$ cat config.mk
export PLATFORM = sky130hd
export DESIGN_NAME = capture_period_window_sum
export DESIGN_NICKNAME = d
export VERILOG_FILES = /design/src/cpws_pkg.sv /design/src/capture_period_window_sum.sv /design/src/cpws_cell.sv
export SDC_FILE = /design/constraint.sdc
export NUM_CORES = 1
export LEC_CHECK = 0
export ABC_AREA = 1
export BUFFER_PORTS_ARGS = -buffer_cell sky130_fd_sc_hd__buf_2
export CAP_MARGIN = 0
export CORE_ASPECT_RATIO = 1.5
export CORE_UTILIZATION = 51
export CTS_BUF_LIST = sky130_fd_sc_hd__clkbuf_8
export CTS_CLUSTER_DIAMETER = 100
export DETAILED_ROUTE_END_ITERATION = 16
export PLACE_DENSITY_LB_ADDON = 0.1
export SLEW_MARGIN = 10
export SYNTH_ARGS = -nofsm -noshare
export SYNTH_HDL_FRONTEND = slang
export SYNTH_SLANG_ARGS = --single-unit
$ cat constraint.sdc
create_clock -name clk -period 5.1 [get_ports clk]
set_input_delay 0.51 -clock clk [delete_from_list [all_inputs] [get_ports clk]]
set_output_delay 0.51 -clock clk [all_outputs]
set_load 0.1 [all_outputs]
$ cat src/cpws_pkg.sv
// cpws_pkg: shared sizes, types and codes for the capture period window sum.
// Used by cpws_cell and capture_period_window_sum; depends on nothing.
`timescale 1ns / 1ps

package cpws_pkg;

  // Ring and timer geometry
  localparam int RING_DEPTH   = 8;
  localparam int TIMER_WIDTH  = 16;
  localparam int THRESH_WIDTH = 20;
  localparam int TICKS_WIDTH  = 21;
  localparam int SUM_WIDTH    = 19;
  localparam int CNT_WIDTH    = (RING_DEPTH > 1) ? $clog2(RING_DEPTH) : 1;
  localparam int ACC_WIDTH    = TIMER_WIDTH + CNT_WIDTH;

  localparam logic [THRESH_WIDTH-1:0] THRESH_RESET = THRESH_WIDTH'(65536);

  typedef logic [TIMER_WIDTH-1:0] interval_t;

  // Sequencer states, one-hot
  typedef enum logic [2:0] {
    ST_IDLE = 3'b001,
    ST_SUM  = 3'b010,
    ST_DONE = 3'b100
  } state_t;

endpackage

$ cat src/capture_period_window_sum.sv
// capture_period_window_sum: moving sum of timer capture intervals.
// Top level: sequencer, tick total and a ring of cpws_cell. Depends on cpws_pkg.
//
//  channel | ports                                   | direction
//  --------+-----------------------------------------+----------
//  in      | in_valid, in_ready, in_capture_value    | request in
//  out     | out_valid, out_ready, out_interval_sum  | request out
//  cfg     | cfg_valid, cfg_ready, cfg_report_threshold | write in
//
// An interval that keeps the tick total at or below the threshold only enters
// the ring. Otherwise the ring rotates once through all RING_DEPTH cells
// to sum and check them, then a done step posts the sum if no cell is zero.
// Synchronous active-low reset clears the ring, the total and the threshold
// to its default. A held result stalls the post step only; captures are
// taken while an earlier result waits on out_ready.
`timescale 1ns / 1ps

module capture_period_window_sum (
  input  logic                                clk,
  input  logic                                rst_n,
  input  logic                                in_valid,
  output logic                                in_ready,
  input  logic [cpws_pkg::TIMER_WIDTH-1:0]    in_capture_value,
  output logic                                out_valid,
  input  logic                                out_ready,
  output logic [cpws_pkg::SUM_WIDTH-1:0]      out_interval_sum,
  input  logic                                cfg_valid,
  output logic                                cfg_ready,
  input  logic [cpws_pkg::THRESH_WIDTH-1:0]   cfg_report_threshold
);

  cpws_pkg::state_t                      state_r, state_nxt;
  logic [cpws_pkg::TIMER_WIDTH-1:0]      prev_r, prev_nxt;
  logic                                  have_prev_r, have_prev_nxt;
  logic [cpws_pkg::TICKS_WIDTH-1:0]      ticks_r, ticks_nxt;
  logic [cpws_pkg::THRESH_WIDTH-1:0]     thresh_r, thresh_nxt;
  logic [cpws_pkg::CNT_WIDTH-1:0]        cnt_r, cnt_nxt;
  logic [cpws_pkg::ACC_WIDTH-1:0]        acc_r, acc_nxt;
  logic                                  all_nz_r, all_nz_nxt;
  logic                                  out_valid_r, out_valid_nxt;
  logic [cpws_pkg::SUM_WIDTH-1:0]        out_sum_r, out_sum_nxt;

  logic                                  in_fire;
  logic                                  insert;
  logic                                  shift_en;
  cpws_pkg::interval_t                   delta;
  cpws_pkg::interval_t                   ring_head;
  cpws_pkg::interval_t                   ring_tail;
  logic [cpws_pkg::TICKS_WIDTH:0]        ticks_sum;
  logic [cpws_pkg::TICKS_WIDTH-1:0]      ticks_sat;
  cpws_pkg::interval_t                   cell_q [cpws_pkg::RING_DEPTH];

  assign in_ready  = (state_r == cpws_pkg::ST_IDLE);
  assign cfg_ready = 1'b1;
  assign in_fire   = in_valid && in_ready;
  assign insert    = in_fire && have_prev_r;

  // Interval modulo the timer width and saturating tick total
  assign delta     = in_capture_value - prev_r;
  assign ticks_sum = {1'b0, ticks_r} + (cpws_pkg::TICKS_WIDTH + 1)'(delta);
  assign ticks_sat = ticks_sum[cpws_pkg::TICKS_WIDTH] ? '1
                                                      : ticks_sum[cpws_pkg::TICKS_WIDTH-1:0];

  // Ring: shift in a new interval, or rotate the tail back to the head
  assign ring_tail = cell_q[cpws_pkg::RING_DEPTH-1];
  assign ring_head = (state_r == cpws_pkg::ST_SUM) ? ring_tail : delta;
  assign shift_en  = insert || (state_r == cpws_pkg::ST_SUM);

  for (genvar i = 0; i < cpws_pkg::RING_DEPTH; i++) begin : g_cell
    if (i == 0) begin : g_head
      cpws_cell u_cell (
        .clk      (clk),
        .rst_n    (rst_n),
        .shift_en (shift_en),
        .din      (ring_head),
        .dout     (cell_q[i])
      );
    end else begin : g_body
      cpws_cell u_cell (
        .clk      (clk),
        .rst_n    (rst_n),
        .shift_en (shift_en),
        .din      (cell_q[i-1]),
        .dout     (cell_q[i])
      );
    end
  end

  // Sequencer and datapath next state
  always_comb begin
    state_nxt     = state_r;
    prev_nxt      = prev_r;
    have_prev_nxt = have_prev_r;
    ticks_nxt     = ticks_r;
    thresh_nxt    = thresh_r;
    cnt_nxt       = cnt_r;
    acc_nxt       = acc_r;
    all_nz_nxt    = all_nz_r;
    out_valid_nxt = out_valid_r && !out_ready;
    out_sum_nxt   = out_sum_r;

    if (cfg_valid && cfg_ready) begin
      thresh_nxt = cfg_report_threshold;
    end

    case (state_r)
      cpws_pkg::ST_IDLE: begin
        if (in_fire) begin
          prev_nxt      = in_capture_value;
          have_prev_nxt = 1'b1;
          if (have_prev_r) begin
            ticks_nxt = ticks_sat;
            if (ticks_sat > cpws_pkg::TICKS_WIDTH'(thresh_r)) begin
              state_nxt  = cpws_pkg::ST_SUM;
              cnt_nxt    = '0;
              acc_nxt    = '0;
              all_nz_nxt = 1'b1;
            end
          end
        end
      end
      // One cell leaves the tail each cycle and is counted
      cpws_pkg::ST_SUM: begin
        acc_nxt    = acc_r + cpws_pkg::ACC_WIDTH'(ring_tail);
        all_nz_nxt = all_nz_r && (ring_tail != '0);
        cnt_nxt    = cnt_r + 1'b1;
        if (cnt_r == cpws_pkg::CNT_WIDTH'(cpws_pkg::RING_DEPTH - 1)) begin
          state_nxt = cpws_pkg::ST_DONE;
        end
      end
      // Post the sum once the output register is free; drop it if a cell is zero
      cpws_pkg::ST_DONE: begin
        if (!all_nz_r) begin
          state_nxt = cpws_pkg::ST_IDLE;
        end else if (!out_valid_r || out_ready) begin
          out_valid_nxt = 1'b1;
          out_sum_nxt   = cpws_pkg::SUM_WIDTH'(acc_r);
          ticks_nxt     = '0;
          state_nxt     = cpws_pkg::ST_IDLE;
        end
      end
      default: begin
        state_nxt = cpws_pkg::ST_IDLE;
      end
    endcase
  end

  // Control registers
  always_ff @(posedge clk) begin
    if (!rst_n) begin
      state_r     <= cpws_pkg::ST_IDLE;
      have_prev_r <= 1'b0;
      prev_r      <= '0;
      ticks_r     <= '0;
      thresh_r    <= cpws_pkg::THRESH_RESET;
      cnt_r       <= '0;
      out_valid_r <= 1'b0;
    end else begin
      state_r     <= state_nxt;
      have_prev_r <= have_prev_nxt;
      prev_r      <= prev_nxt;
      ticks_r     <= ticks_nxt;
      thresh_r    <= thresh_nxt;
      cnt_r       <= cnt_nxt;
      out_valid_r <= out_valid_nxt;
    end
  end

  // Payload registers
  always_ff @(posedge clk) begin
    acc_r     <= acc_nxt;
    all_nz_r  <= all_nz_nxt;
    out_sum_r <= out_sum_nxt;
  end

  assign out_valid        = out_valid_r;
  assign out_interval_sum = out_sum_r;

  // A new result is only posted from the final step of a sum
  a_post_from_done: assert property (@(posedge clk) disable iff (!rst_n)
    $rose(out_valid_r) |-> $past(state_r == cpws_pkg::ST_DONE))
    else $error("result posted outside the done step");

  // Posting a result clears the tick total
  a_post_clears_ticks: assert property (@(posedge clk) disable iff (!rst_n)
    $rose(out_valid_r) |-> (ticks_r == '0))
    else $error("tick total not cleared on a posted result");

  // The done step always follows a complete rotation
  a_done_after_sum: assert property (@(posedge clk) disable iff (!rst_n)
    (state_r == cpws_pkg::ST_DONE && $past(state_r) != cpws_pkg::ST_DONE)
      |-> ($past(state_r == cpws_pkg::ST_SUM) && cnt_r == '0))
    else $error("done step reached without a full rotation");

  // No ticks accumulate before the first capture is held
  a_no_ticks_before_first: assert property (@(posedge clk) disable iff (!rst_n)
    !have_prev_r |-> (ticks_r == '0 && state_r == cpws_pkg::ST_IDLE))
    else $error("activity before the first capture");

endmodule

$ cat src/cpws_cell.sv
// cpws_cell: one ring cell holding a single capture interval.
// Shifts its neighbor's value in when enabled. Depends on cpws_pkg.
`timescale 1ns / 1ps

module cpws_cell (
  input  logic                clk,
  input  logic                rst_n,
  input  logic                shift_en,
  input  cpws_pkg::interval_t din,
  output cpws_pkg::interval_t dout
);

  cpws_pkg::interval_t value_r;
  cpws_pkg::interval_t value_nxt;

  // Take the neighbor's value on a shift, hold otherwise
  always_comb begin
    value_nxt = shift_en ? din : value_r;
  end

  // Ring clears to zero so an unfilled slot blocks reports
  always_ff @(posedge clk) begin
    if (!rst_n) begin
      value_r <= '0;
    end else begin
      value_r <= value_nxt;
    end
  end

  assign dout = value_r;

endmodule
==> results.toml <==
[global_route]
grt.overflow.total = 0
grt_first_pass_wirelength_mm = 43.2
grtUsageTotal_pct = 24.1
grt_max_degree = 105
grt_pass1_vias = 9198
antenna_found_initial = 0

[run_status]
status = "finished clean"

[timing]
final.period_utilization_pct = 95.2
fmax_ghz = 0.206
slew_violations = 0
worst-slew-pin-transition_ns = 1.04
fin_setup_tns_ns = 0
relSlewSlack_pct = 30.7
finalHoldViolCount = 0
period_needed_ns = 4.86
setup_violations = 0
timing.hold.ws_ns = 0.213
clock_skew_ns = 0.0169

[floorplanning]
die_area_um2 = 22800
num_rows = 66
coreArea_um2 = 21700
die_x_um = 124
die_h_um = 185
num_io_pins = 63
initial_core_util_pct = 52.2

[drt]
dr.pass1.iters = 5
drc_errors = 0
viasPerCell = 5.23
routed_wl_mm = 27.3
wl_per_cell_um = 14.6
vias = 9774
drtAntennaViolNets = 0
drt_iter0_markers = 490

[clock_tree]
clk_path_buf_depth = 3
tritoncts = "built"
clk_latency_ns = 0.53
cts_made_buffers = 36
clk_pin_slew_ns = 0.06
htree_levels = 2
clkSinkCount = 232
clockRootBuffer = "clkbuf_8"

[min_path]
hold_class = "in -> reg"

[placed_design]
io_buffer_count = 61
dp.cells = 1798
gp_congestion = 0.878
dp_hpwl_mm = 19.3

[worst_setup_path]
required_ns = 5.39
cp-end-kind = "register"
cp-start-kind = "register"
crit_slowest_cell = "fa_2"
arrival_ns = 5.15
critical_path_class = "reg -> reg"
path_max_fanout = 8
crit_path_max_incr_delay_ns = 0.39
path_common_cell = "nand2_1"

[synthesis]
synth_cell_types = 49
synth_area_leaders = "dfxtp_1 34%, edfxtp_1 10%, nand2_1 9.5%"
yosysSeqAreaShare_pct = 44.4
syn_avg_cell_area_um2 = 7.86
synth_flop_cell = "dfxtp_1"
synth_cells = 1442
yosysTopAreaCell = "dfxtp_1"
synth-edff-count = 39
synth_commonest_cells = "287 x nand2_1, 206 x a21oi_1, 193 x dfxtp_1"
async_flop_share_pct = 0
ys_ff_latch = 232
ys_warn_count = 0
netlist.area_leader.share_pct = 34.1
syn_area_um2 = 11300
synth_nets = 1556
synth_most_common_cell = "nand2_1"

[cells_and_area]
nNetsFinal = 1685
stdcell_count = 1868
drive_gt1_share_pct = 18.4
diodes = 0
areaGrowthSynthToFinish_pct = 19.6
fin_util_pct = 62.4
fillers = 1997

[power_and_ir_drop]
power.total_mw = 6.10
p_leak_nw = 5.72
p_per_area_nw_per_um2 = 450
ir_drop_v = 0.000296

[job]
drv_cap = 0
worst max-delay path: cells and delay by family, from the launching register on:
kind,cells,cell delay [ns]
buf+inv,5,0.66
compound gates,4,0.61
fa+ha+maj,4,0.93
flops,1,0.35
simple gates,24,2.07
per-layer routing:
metal / global-route usage (%) / wire (µm) / share of wire [%] / vias up
li1: - / - / - / 5068
met1: 25.9 / 10800 / 40 / 4496
met2: 45.5 / 14700 / 54 / 154
met3: 3.68 / 796 / 2.9 / 56
met4: 10.0 / 935 / 3.4 / 0
met5: 0 / 0 / 0 / -
registers in the layout, summed over array words and instances (netlist names):
register and cells:
all_nz_r 1, acc_r 19, out_interval_sum 19, cnt_r 3, have_prev_r 1, g_cell.g_head.u_cell.dout 16
ticks_r 21, g_cell.g_body.u_cell.dout 112, thresh_r 20, out_valid 1, prev_r 16, state_r 3
placed cells by master, fill, tap and decap left out, types with 38 or more instances in the layout:
cell type / synthesis / routed
buf_2: 15 / 61
inv_1: 158 / 162
nor2_1: 100 / 94
nand2_1: 287 / 274
o21ai_0: 132 / 123
buf_4: 5 / 88
dfxtp_1: 193 / 192
a21oi_1: 206 / 197
nand3_1: 43 / 38
ha_1: 70 / 59
edfxtp_1: 39 / 39
clkbuf_8: 0 / 48
final cells by class:
cell class,count,area [µm²],area share [%]
Tap cell,272,340,2.51
Timing Repair Buffer,156,1090,8.04
Inverter,164,623,4.60
Multi-Input combinational cell,981,5680,41.9
Clock buffer,48,661,4.87
Sequential cell,232,5040,37.2
Clock inverter,15,121,0.895
power breakdown:
part	switching [mW]	internal, mW	leakage (nW)
clock	0.715	0.944	0.429
combinational	1.30	0.984	3.37
sequential	0.102	2.05	1.91
total	2.12	3.98	5.72
metrics by stage:
| stage | setup slack, ns | cell area, µm² |
|---|---|---|
| 6_report | 0.243 | 13600 |
| 5_1_grt | -0.119 | 13600 |
| 4_1_cts | 0.0648 | 13100 |
| 3_5_place_dp | -0.278 | 12300 |
| 3_3_place_gp | -0.223 | 12300 |
| 2_1_floorplan | 0.111 | 11300 |
final timing paths:
check	startpoint	end	slack (ns)	cells past startpoint
worst min-delay path	cfg_report_threshold[0]	thresh_r[0]	0.21	3
worst max register to register	prev_r[0]	acc_r[13]	0.24	37
worst min register to register	g_cell[3].g_body.u_cell.dout[11]	g_cell[4].g_body.u_cell.dout[11]	0.45	2
worst max-delay path	prev_r[0]	acc_r[13]	0.24	37
repair_timing:
action                                  4_1_cts  5_1_grt
endpoints found under the setup margin        0       26
hold buffers                                  0        0
endpoints found under the hold margin         0        0
gates resized for setup                       0       81
buffers inserted                              0        4
cell families (layout without fill, tap and decap cells):
| kind of cell | Yosys count | in the layout | share of synthesized area (%) |
|---|---|---|---|
| simple gates | 474 | 474 | 17.5 |
| fa+ha+maj | 73 | 73 | 8.26 |
| xor+xnor | 22 | 22 | 1.70 |
| buf+inv | 229 | 383 | 8.44 |
| other cells | 1 | 1 | 0.0331 |
| compound gates | 411 | 411 | 19.6 |
| flops | 232 | 232 | 44.4 |
(Power assumes the default switching activity.)
